===== config.mk =====
export PLATFORM = sky130hd
export DESIGN_NAME = table_driven_dfa_recognizer
export DESIGN_NICKNAME = d
export VERILOG_FILES = /design/src/sv/dfar_pkg.sv /design/src/sv/dfar_ram.sv /design/src/sv/table_driven_dfa_recognizer.sv
export SDC_FILE = /design/constraint.sdc
export NUM_CORES = 2
export LEC_CHECK = 0
export BUFFER_PORTS_ARGS = -buffer_cell sky130_fd_sc_hd__buf_2
export CAP_MARGIN = 15
export CORE_UTILIZATION = 45
export CTS_BUF_LIST = sky130_fd_sc_hd__clkbuf_2
export DETAILED_ROUTE_END_ITERATION = 7
export PLACE_DENSITY_LB_ADDON = 0.3
export SYNTH_ARGS = -nofsm -noshare
export SYNTH_HDL_FRONTEND = slang
export SYNTH_SLANG_ARGS = --single-unit

===== constraint.sdc =====
create_clock -name clk -period 6.7 [get_ports clk]
set_input_delay 1.005 -clock clk [delete_from_list [all_inputs] [get_ports clk]]
set_output_delay 1.005 -clock clk [all_outputs]
set_load 0.05 [all_outputs]

===== src/sv/dfar_pkg.sv =====
`default_nettype none

package dfar_pkg;

	localparam int ACT_W  = 3;
	localparam int IDX_W  = 4;
	localparam int VAL_W  = 8;
	localparam int SYM_W  = 8;
	localparam int KIND_W = 2;
	localparam int VERD_W = 2;
	localparam int END_W  = 4;
	localparam int CFG_W  = 5;

	typedef enum logic [ACT_W-1:0] {
		ACT_LOAD_NEXT = 3'd0,
		ACT_LOAD_KIND = 3'd1,
		ACT_LOAD_SYM  = 3'd2,
		ACT_FEED      = 3'd3,
		ACT_FINISH    = 3'd4
	} dfar_action_t;

	localparam logic [KIND_W-1:0] KIND_FINAL = 2'd2;

	localparam logic [VERD_W-1:0] VERDICT_ACCEPT       = 2'd0;
	localparam logic [VERD_W-1:0] VERDICT_NOT_ACCEPT   = 2'd1;
	localparam logic [VERD_W-1:0] VERDICT_UNRECOGNISED = 2'd2;

	typedef struct packed {
		logic [ACT_W-1:0] action;
		logic [IDX_W-1:0] state_index;
		logic [IDX_W-1:0] slot_index;
		logic [VAL_W-1:0] load_value;
		logic [SYM_W-1:0] symbol;
		logic             last_symbol;
	} dfar_in_t;

	typedef struct packed {
		logic [VERD_W-1:0] verdict;
		logic [END_W-1:0]  end_state;
	} dfar_out_t;

endpackage

`default_nettype wire


===== src/sv/dfar_ram.sv =====
`default_nettype none

module dfar_ram #(
	parameter int WIDTH = 4,
	parameter int DEPTH = 256
) (
	input  logic                     clk,
	input  logic                     we,
	input  logic [$clog2(DEPTH)-1:0] waddr,
	input  logic [WIDTH-1:0]         wdata,
	input  logic                     re,
	input  logic [$clog2(DEPTH)-1:0] raddr,
	output logic [WIDTH-1:0]         rdata
);

	logic [WIDTH-1:0] mem_q [DEPTH];

	always_ff @(posedge clk) begin
		if (we) begin
			mem_q[waddr] <= wdata;
		end
		if (re) begin
			rdata <= mem_q[raddr];
		end
	end

endmodule

`default_nettype wire


===== src/sv/table_driven_dfa_recognizer.sv =====
// Channel   Direction  Handshake          Beat
// in        in         in_valid/in_stall  dfar_in_t: one load, feed or finish action
// out       out        out_valid/out_stall dfar_out_t: verdict and end state of one string
// cfg       in         cfg_valid/cfg_ready symbol_count, always ready
//
// One beat per cycle while not stalled. Verdicts pass the verdict stage and output buffer.
// The current state comes from the next-state RAM read port in the cycle after a matched
// character and is forwarded straight into the next lookup address.
// Reset clears state, reject flag, symbol count and output buffer; the tables keep contents.
// A two-entry output buffer takes results under back-pressure; in_stall rises when both
// entries are full.
`default_nettype none

module table_driven_dfa_recognizer #(
	parameter int MAX_STATES  = 16,
	parameter int MAX_SYMBOLS = 16
) (
	input  logic                        clk,
	input  logic                        arst_n,
	input  logic                        in_valid,
	output logic                        in_stall,
	input  dfar_pkg::dfar_in_t          in_data,
	output logic                        out_valid,
	input  logic                        out_stall,
	output dfar_pkg::dfar_out_t         out_data,
	input  logic                        cfg_valid,
	output logic                        cfg_ready,
	input  logic [dfar_pkg::CFG_W-1:0]  cfg_data
);

	import dfar_pkg::*;

	localparam int SW    = $clog2(MAX_STATES);
	localparam int SLW   = (MAX_SYMBOLS > 1) ? $clog2(MAX_SYMBOLS) : 1;
	localparam int DEPTH = MAX_STATES * MAX_SYMBOLS;
	localparam int AW    = $clog2(DEPTH);
	localparam int KD    = (MAX_STATES < 16) ? MAX_STATES : 16;
	localparam int KW    = $clog2(KD);
	localparam int EW    = (SW > END_W) ? SW : END_W;

	function automatic logic [255:0][SW-1:0] mod_tab_f();
		logic [255:0][SW-1:0] t;
		int r;
		r = 0;
		for (int i = 0; i < 256; i++) begin
			t[i] = SW'(r);
			r = (r + 1 == MAX_STATES) ? 0 : r + 1;
		end
		return t;
	endfunction

	localparam logic [255:0][SW-1:0] MOD_TAB = mod_tab_f();
	localparam logic [AW-1:0]        SYM_A   = AW'(MAX_SYMBOLS);

	logic [SYM_W-1:0]  alpha_q [MAX_SYMBOLS];
	logic [KIND_W-1:0] kind_q [KD];
	logic [CFG_W-1:0]  count_q;
	logic [SW-1:0]     cur_q;
	logic              pend_q;
	logic              rej_q;

	logic              fin_v_s1;
	logic              fin_rej_s1;
	logic              fin_fwd_s1;
	logic [SW-1:0]     fin_state_s1;

	logic              out_v_q;
	dfar_out_t         out_q;
	logic              skid_v_q;
	dfar_out_t         skid_q;

	logic              accept;
	logic              is_feed;
	logic              is_fin;
	logic              ends;
	logic              st_ok;
	logic              sl_ok;
	logic [MAX_SYMBOLS-1:0] hit;
	logic              match;
	logic [SLW-1:0]    slot;
	logic [SW-1:0]     rd_data;
	logic [SW-1:0]     s_eff;
	logic              ram_we;
	logic [AW-1:0]     ram_waddr;
	logic              ram_re;
	logic [AW-1:0]     ram_raddr;
	logic [SW-1:0]     s_fin;
	logic [EW-1:0]     s_ext;
	dfar_out_t         res;
	logic              pop;
	logic              push;

	assign accept  = in_valid & ~in_stall;
	assign is_feed = accept && (in_data.action == ACT_FEED);
	assign is_fin  = accept && (in_data.action == ACT_FINISH);
	assign ends    = is_fin || (is_feed && in_data.last_symbol);
	assign st_ok   = 32'(in_data.state_index) < MAX_STATES;
	assign sl_ok   = 32'(in_data.slot_index) < MAX_SYMBOLS;

	always_comb begin
		for (int j = 0; j < MAX_SYMBOLS; j++) begin
			hit[j] = (alpha_q[j] == in_data.symbol) && (j < 32'(count_q));
		end
	end

	always_comb begin
		slot = '0;
		for (int j = MAX_SYMBOLS - 1; j >= 0; j--) begin
			if (hit[j]) begin
				slot = SLW'(j);
			end
		end
	end

	assign match = |hit;
	assign s_eff = pend_q ? rd_data : cur_q;

	assign ram_we    = accept && (in_data.action == ACT_LOAD_NEXT) && st_ok && sl_ok;
	assign ram_waddr = AW'(in_data.state_index) * SYM_A + AW'(in_data.slot_index);
	assign ram_re    = is_feed && !rej_q && match;
	assign ram_raddr = AW'(s_eff) * SYM_A + AW'(slot);

	dfar_ram #(
		.WIDTH (SW),
		.DEPTH (DEPTH)
	) u_next_ram (
		.clk   (clk),
		.we    (ram_we),
		.waddr (ram_waddr),
		.wdata (MOD_TAB[in_data.load_value]),
		.re    (ram_re),
		.raddr (ram_raddr),
		.rdata (rd_data)
	);

	always_ff @(posedge clk) begin
		if (accept && (in_data.action == ACT_LOAD_SYM) && sl_ok) begin
			alpha_q[SLW'(in_data.slot_index)] <= in_data.load_value;
		end
		if (accept && (in_data.action == ACT_LOAD_KIND) && st_ok) begin
			kind_q[in_data.state_index[KW-1:0]] <= in_data.load_value[KIND_W-1:0];
		end
	end

	always_ff @(posedge clk or negedge arst_n) begin
		if (!arst_n) begin
			count_q <= '0;
		end else if (cfg_valid && cfg_ready) begin
			count_q <= cfg_data;
		end
	end

	assign cfg_ready = 1'b1;

	// current state walk
	always_ff @(posedge clk or negedge arst_n) begin
		if (!arst_n) begin
			cur_q  <= '0;
			pend_q <= 1'b0;
			rej_q  <= 1'b0;
		end else if (ends) begin
			cur_q  <= '0;
			pend_q <= 1'b0;
			rej_q  <= 1'b0;
		end else if (is_feed) begin
			if (!rej_q && match) begin
				pend_q <= 1'b1;
			end else begin
				cur_q  <= s_eff;
				pend_q <= 1'b0;
				rej_q  <= 1'b1;
			end
		end
	end

	// verdict stage
	assign s_fin = fin_fwd_s1 ? rd_data : fin_state_s1;
	assign s_ext = EW'(s_fin);

	always_comb begin
		res.end_state = s_ext[END_W-1:0];
		if (fin_rej_s1) begin
			res.verdict = VERDICT_UNRECOGNISED;
		end else if (kind_q[s_fin[KW-1:0]] == KIND_FINAL) begin
			res.verdict = VERDICT_ACCEPT;
		end else begin
			res.verdict = VERDICT_NOT_ACCEPT;
		end
	end

	assign pop  = out_v_q & ~out_stall;
	assign push = fin_v_s1 & (~skid_v_q | pop);

	always_ff @(posedge clk or negedge arst_n) begin
		if (!arst_n) begin
			fin_v_s1 <= 1'b0;
		end else if (!fin_v_s1 || push) begin
			fin_v_s1 <= ends;
		end
	end

	always_ff @(posedge clk) begin
		if (!fin_v_s1 || push) begin
			fin_rej_s1   <= rej_q || (is_feed && !match);
			fin_fwd_s1   <= (is_feed && !rej_q && match) ? 1'b1 : pend_q;
			fin_state_s1 <= cur_q;
		end
	end

	// two-entry output buffer
	always_ff @(posedge clk or negedge arst_n) begin
		if (!arst_n) begin
			out_v_q  <= 1'b0;
			skid_v_q <= 1'b0;
		end else if (pop || !out_v_q) begin
			if (skid_v_q) begin
				out_v_q  <= 1'b1;
				skid_v_q <= push;
			end else begin
				out_v_q <= push;
			end
		end else if (push) begin
			skid_v_q <= 1'b1;
		end
	end

	always_ff @(posedge clk) begin
		if (pop || !out_v_q) begin
			if (skid_v_q) begin
				out_q  <= skid_q;
				skid_q <= res;
			end else begin
				out_q <= res;
			end
		end else if (push) begin
			skid_q <= res;
		end
	end

	assign out_valid = out_v_q;
	assign out_data  = out_q;
	assign in_stall  = skid_v_q;

endmodule

`default_nettype wire


Word level (Yosys, flattened, before mapping)
Memories as Yosys holds them, arrays and structs flattened. A register that Yosys moved wholly into a read port is not among the register bits.
Cells that the tools add are included.
{"block": "classes", "n_addsub": 2, "eq_ne": 23, "muxes": 44, "n_lt_le_gt_ge": 17, "reduce_logical": 40, "bitwise": 6}
{"operator": "equality test 8 bit", "n": 16}
{"operator": "2-to-1 mux 4 bit", "n": 22}
{"operator": "less-than comparator 4 x 5 -> 1 bit, first input constant", "n": 8}
{"operator": "logical AND 1 bit", "n": 26}
{"operator": "2-to-1 mux 6 bit", "n": 4}
{"operator": "less-than comparator 3 x 5 -> 1 bit, first input constant", "n": 4}
{"operator": "2-to-1 mux 1 bit", "n": 17}
{"operator": "adder 8 x 4 -> 8 bit", "n": 2}
{"operator": "OR reduction 16 bit", "n": 1}
{"operator": "less-than comparator 1 x 5 -> 1 bit, first input constant", "n": 2}
{"operator": "less-than comparator 2 x 5 -> 1 bit, first input constant", "n": 2}
{"operator": "less-than comparator 8 x 9 -> 1 bit, second input constant", "n": 1}
{"operator": "equality test 3 x 2 -> 1 bit, second input constant", "n": 2}
{"operator": "logical NOT 1 bit", "n": 4}
{"operator": "logical OR 1 bit", "n": 4}
{"operator": "!= test 2 bit, second input constant", "n": 2}
{"operator": "AND reduction 2 bit", "n": 2}
{"operator": "nonzero test 2 bit", "n": 2}
{"operator": "bitwise AND 1 bit", "n": 3}
{"operator": "equality test 3 x 1 -> 1 bit, second input constant", "n": 1}
{"operator": "equality test 3 bit, second input constant", "n": 1}
{"operator": "logical NOT 3 bit", "n": 1}
{"operator": "equality test 2 bit, second input constant", "n": 1}
{"operator": "2-to-1 mux 2 bit", "n": 1}
{"operator": "2 further kinds", "n": 3}
{"block": "word_totals", "input_bits": 38, "rom_bits": 1024, "mem_bits_rw": 1184, "mem_count": 4, "output_inout_bits": 9, "reg_bits": 32}
{"name": "(no name shown)", "depth": 256, "word_bits": 4, "read_ports": 1, "rd_clocked_by_memory_dff": 0, "write_ports": 0, "line_no": "table_driven_dfa_recognizer.sv:130", "text": ".wdata (MOD_TAB[in_data.load_value]),"}
{"name": "u_next_ram.mem_q", "depth": 256, "word_bits": 4, "read_ports": 1, "rd_clocked_by_memory_dff": 1, "write_ports": 1, "line_no": "dfar_ram.sv:16", "text": "logic [WIDTH-1:0] mem_q [DEPTH];"}
{"name": "alpha_q", "depth": 16, "word_bits": 8, "read_ports": 16, "rd_clocked_by_memory_dff": 0, "write_ports": 1, "line_no": "table_driven_dfa_recognizer.sv:55", "text": "logic [SYM_W-1:0] alpha_q [MAX_SYMBOLS];"}
{"name": "kind_q", "depth": 16, "word_bits": 2, "read_ports": 1, "rd_clocked_by_memory_dff": 0, "write_ports": 1, "line_no": "table_driven_dfa_recognizer.sv:56", "text": "logic [KIND_W-1:0] kind_q [KD];"}

Logic depth before layout (Yosys ltp)
An unclocked memory read counts as a cell.
{"block": "logic_depth", "depth_word": 20, "mapped_depth": 18, "depth_no_buf": 12}

Hierarchy
From an unflattened synthesis, not the netlist that was laid out.
{"block": "hier_totals", "hier_cells": 2649, "area_unflattened_um2": 49268.5}
{"mod": "dfar_ram", "cells_each": 2051, "instances": 1, "area_per_inst_um2": 40715.3}
{"mod": "table_driven_dfa_recognizer", "cells_each": 598, "instances": 1, "area_per_inst_um2": 8553.2}

Worst setup path before layout
OpenSTA, ideal clock, no wires.
{"block": "synth_path", "path_kind": "input to register", "start": "input in_data[5] (netlist name)", "end": "register u_next_ram.rdata[2], read port of u_next_ram.mem_q, data pin", "n_path_buf": 5, "slack_ns": 2.399, "required_ns": 6.427, "setup_ns": 0.273, "stages": 17, "t_arrival_ns": 4.028, "cell_sequence": "buf_2 -> buf_4 -> xnor2_1 -> nand4_1 -> or3_1 -> a211oi_1 -> a31oi_1 -> nand2_2 -> buf_6 -> buf_4 -> buf_2 -> mux2i_1 -> mux2i_1 -> mux2i_1 -> o22ai_1 -> o41ai_1 -> o32ai_1"}
{"block": "synth_between", "elab_chain_len": 19, "elab_cells_between_ends": 51, "cone_classes": "add/sub (1); eq/ne (16); mux (16); reduce/logical (18)"}
{"item": "from (decl)", "line_no": "table_driven_dfa_recognizer.sv:22", "text": "input dfar_pkg::dfar_in_t in_data,"}
{"item": "equality test 8 bit", "line_no": "table_driven_dfa_recognizer.sv:102", "text": "hit[j] = (alpha_q[j] == in_data.symbol) && (j < 32'(count_q));"}
{"item": "logical AND 1 bit", "line_no": "table_driven_dfa_recognizer.sv:102"}
{"item": "2-to-1 mux 4 bit (16 in a row)", "line_no": "table_driven_dfa_recognizer.sv:109", "text": "if (hit[j]) begin"}
{"item": "adder 8 x 4 -> 8 bit", "line_no": "table_driven_dfa_recognizer.sv:121", "text": "assign ram_raddr = AW'(s_eff) * SYM_A + AW'(slot);"}
{"item": "to (decl)", "line_no": "dfar_ram.sv:13", "text": "output logic [WIDTH-1:0] rdata"}
Several ways; a longest one is shown, not always the timed one.
A chain may end at the register's enable or synchronous reset.

Final worst setup path
{"block": "layout_path", "start": "register count_q[4]", "end": "register u_next_ram.rdata[0], read port of u_next_ram.mem_q, data pin"}
{"block": "layout_between", "elab_chain_len": 19, "elab_cells_between_ends": 51, "cone_classes": "add/sub (1); order compare (16); mux (16); reduce/logical (18)"}
{"item": "from (decl)", "line_no": "table_driven_dfa_recognizer.sv:57", "text": "logic [CFG_W-1:0] count_q;"}
{"item": "from (signal assigned)", "line_no": "table_driven_dfa_recognizer.sv:149", "text": "count_q <= cfg_data;"}
{"item": "less-than comparator 4 x 5 -> 1 bit", "line_no": "table_driven_dfa_recognizer.sv:102"}
{"item": "logical AND 1 bit", "line_no": "table_driven_dfa_recognizer.sv:102"}
{"item": "2-to-1 mux 4 bit (16 in a row)", "line_no": "table_driven_dfa_recognizer.sv:109"}
{"item": "adder 8 x 4 -> 8 bit", "line_no": "table_driven_dfa_recognizer.sv:121"}
Several ways; a longest one is shown, not always the timed one.

==> results.toml <==
[run_status]
status = "finished, violations left"
violations = "max-slew violations"

[logic_synthesis]
synth_seq_cells = 1220
syn_inst = 3528
seq_area_frac_synth = 0.728
syn_nets = 3566
ys_types = 80
syn_area_mm2 = 0.0502
ys.flop_type = "edfxtp_1"
syn_avg_cell_area_um2 = 14.2
synth_edf_count = 1206
synth-async-reset-ratio = 0.0115
yosysWarnings = 0

[global_routing]
grt_pass1_vias = 31600
grt.overflow.total = 0
grt_pass1_wl_um = 206000
antenna_found_initial = 4
grt_usage = 0.250
grt_max_degree = 179

[critical_path]
crit_family = "compound AO/OA/AOI/OAI gates"
crit_chain = "inv_1 > a2111oi_0 > nand4_1 > nand2b_1 > o2111ai_2 > nand2_8 > buf_4 > mux2_2 > a2111o_1 > o31ai_1 > o211ai_1 > o21ai_0 > o32ai_1"
worst-path-max-fanout = 49
cp_num_buf_inv = 2
worstPathRequired_ns = 7.92
r2r_slack_ns = 1.11
reg2reg_to = "u_next_ram.rdata[0]$_DFFE_PP_"
crit_path_start_kind = "flip-flop"
r2r-start = "count_q[4]$_DFFE_PN0P_"
cp_slowest_cell = "o31ai_1"
end_kind = "flip-flop"
cp.arrival_ns = 6.81
rr_worst_depth = 13
max_stage_delay_ns = 0.68
path_class = "flip-flop to flip-flop"

[finish]
layout_commonest_cell = "edfxtp_1"
regArea_mm2 = 0.0366
nNetsFinal = 3843
multiInputGateArea_mm2 = 0.0127
syn_to_final_growth_pct = 10.2
finalNonFillerCells = 5500
drive_above_1_share = 0.162
mostFrequentLayoutCells = "1206 x edfxtp_1, 552 x nand2_1, 427 x clkbuf_2"
fillers = 9481

[cts]
clock-sinks = 1220
cts_setup_buffers = 0
cts_tree = "yes"
root_buffer = "clkbuf_2"
cts_resized = 0
path_clk_slew_ns = 0.11
clk_latency_ns = 1.51
numCtsBuffers = 315
htree_levels = 5
ctsHoldBuffers = 28
clockBufferDepth = 4

[place]
dp_slack_ns = 0.277
port_buffers = 45
dp_hpwl_um = 86500
gp_congestion = 0.912
dpl.cell_count = 4948

[power]
power.total_mw = 14.5
p_comb_frac = 0.072
peakVddDrop_mv = 0.167
pwr-share-clk = 0.345
p_leak_nw = 17.9
switching_power_mw = 3.73
power_frac_seq = 0.583
p_int_mw = 10.8
powerDensity_mw_per_mm2 = 262
swShare = 0.257

[route]
dr.pass1.iters = 6
drt-met1-wl_um = 55300
wirelength_um = 142000
wl_met3_um = 17500
antenna_left = 0
viasPerCell = 5.84
met2_length_um = 63000
drtIter0Drc = 3971
wl_per_cell_um = 25.7
highest_layer = "met5"
vias = 32100
remaining_drc_errors = 0

[die]
die_h_um = 336
die-area_mm2 = 0.113
core_area_mm2 = 0.111
die_w_um = 336
pin_count = 47
num_rows = 122
initial_utilization = 0.454

[timing]
hold_viol = 0
worstMarginPinSlew_ns = 1.51
rsz0062_at_grt = "false"
fmax_mhz = 179
timing.final.ws_setup_ns = 1.11
timing.final.crit_period_ns = 5.59
max_slew_margin = -0.00889
drv_slew = 6
setup_viol = 0
tns_ns = 0
finalCritPeriodShare = 0.834
finClkSkew_ns = 0.154

[hold_path]
min-delay-start = "in_data[12]"
hp-class = "input pin to flip-flop"
whs_path_depth = 1
hold-path-endpoint = "u_next_ram.mem_q[110][3]$_DFFE_PP_"

[job]
max_cap_viol_count = 0
==> cell families (layout without fill, tap and decap cells) <==
kind of cell | count (synthesis) | in the layout | share of synthesized area
compound gates | 338 | 338 | 0.0484
xor+xnor | 128 | 128 | 0.0226
buf+inv | 225 | 707 | 0.0215
flops | 1220 | 1220 | 0.728
mux | 331 | 331 | 0.0686
other cells | 1 | 3 | 0.0000746
simple gates | 1285 | 1285 | 0.111
==> power groups by stage <==
| stage | Sequential [mW] | Clock, mW | Combinational, mW |
|---|---|---|---|
| finish | 8.47 | 5.01 | 1.04 |
| global route | 8.48 | 5.48 | 1.08 |
| CTS | 8.47 | 5.08 | 1.02 |
| detailed placement | 8.64 | 0 | 0.994 |
| global placement | 8.64 | 0 | 0.986 |
| floorplan | 8.67 | 0 | 0.460 |
==> cells in the mapped netlist (all sizes together) (9+ instances only) <==
library cell / n / area [um2]
o22ai: 25 / 156
mux4: 9 / 203
a32oi: 37 / 324
dfrtp: 14 / 350
and3: 25 / 156
nand3: 202 / 1010
o211ai: 17 / 128
mux2: 17 / 191
o2111ai: 17 / 149
buf: 114 / 666
nand4: 63 / 394
xor2: 55 / 482
o21ai: 55 / 279
a311oi: 29 / 260
nor3: 15 / 75.1
nor4: 25 / 178
edfxtp: 1206 / 36200
nand2: 555 / 2090
nor2: 353 / 1330
clkbuf: 92 / 345
inv: 19 / 71.3
mux2i: 305 / 3050
nor3b: 9 / 67.6
a211oi: 11 / 82.6
a31oi: 30 / 188
nor2b: 12 / 75.1
xnor2: 73 / 654
a21oi: 47 / 235
==> worst max-delay path by stage <==
stage	slack [ns]	endpoint	start	cells past startpoint
2_1_floorplan	2.40	u_next_ram.rdata[2]$_DFFE_PP_	in_data[5]	17
3_3_place_gp	0.27	u_next_ram.rdata[0]$_DFFE_PP_	in_data[5]	15
3_5_place_dp	0.28	u_next_ram.rdata[0]$_DFFE_PP_	in_data[5]	15
4_1_cts	1.18	u_next_ram.rdata[0]$_DFFE_PP_	count_q[1]$_DFFE_PN0P_	13
5_1_grt	1.01	u_next_ram.rdata[0]$_DFFE_PP_	count_q[1]$_DFFE_PN0P_	13
6_report	1.11	u_next_ram.rdata[0]$_DFFE_PP_	count_q[4]$_DFFE_PN0P_	13
==> metal layers <==
layer,track usage,up-vias
met1,0.335,15800
met2,0.374,2000
li1,-,14000
met3,0.0762,335
met5,0,-
met4,0.112,4
==> registers in the layout (all words and copies together) (netlist names), 4 cells and up <==
| name | flops |
|---|---|
| alpha_q | 128 |
| count_q | 5 |
| cur_q | 4 |
| fin_state_s1 | 4 |
| kind_q | 32 |
| out_data | 6 |
| skid_q | 6 |
| u_next_ram.mem_q | 1024 |
| u_next_ram.rdata | 4 |
==> final cells by class <==
type,count,share of cell area
flip-flops and latches,1220,0.660
multi-input cells,2083,0.229
clock buffers,427,0.0386
well taps,1488,0.0336
repair buffers,166,0.0255
clock inverters,95,0.0113
inverters,19,0.00129
diodes,2,0.0000904
==> per-stage QoR <==
| stage | hold slack [ns] | instance area, um2 | util |
|---|---|---|---|
| floorplan | 0.446 | 50200 | - |
| global placement | 0.478 | 52300 | 0.473 |
| detailed placement | 0.499 | 52300 | 0.473 |
| CTS | 0.00932 | 55400 | 0.500 |
| global route | 0.0944 | 55400 | 0.500 |
| finish | 0.175 | 55400 | 0.500 |
No activity file was read; power rests on OpenSTA's default activity.
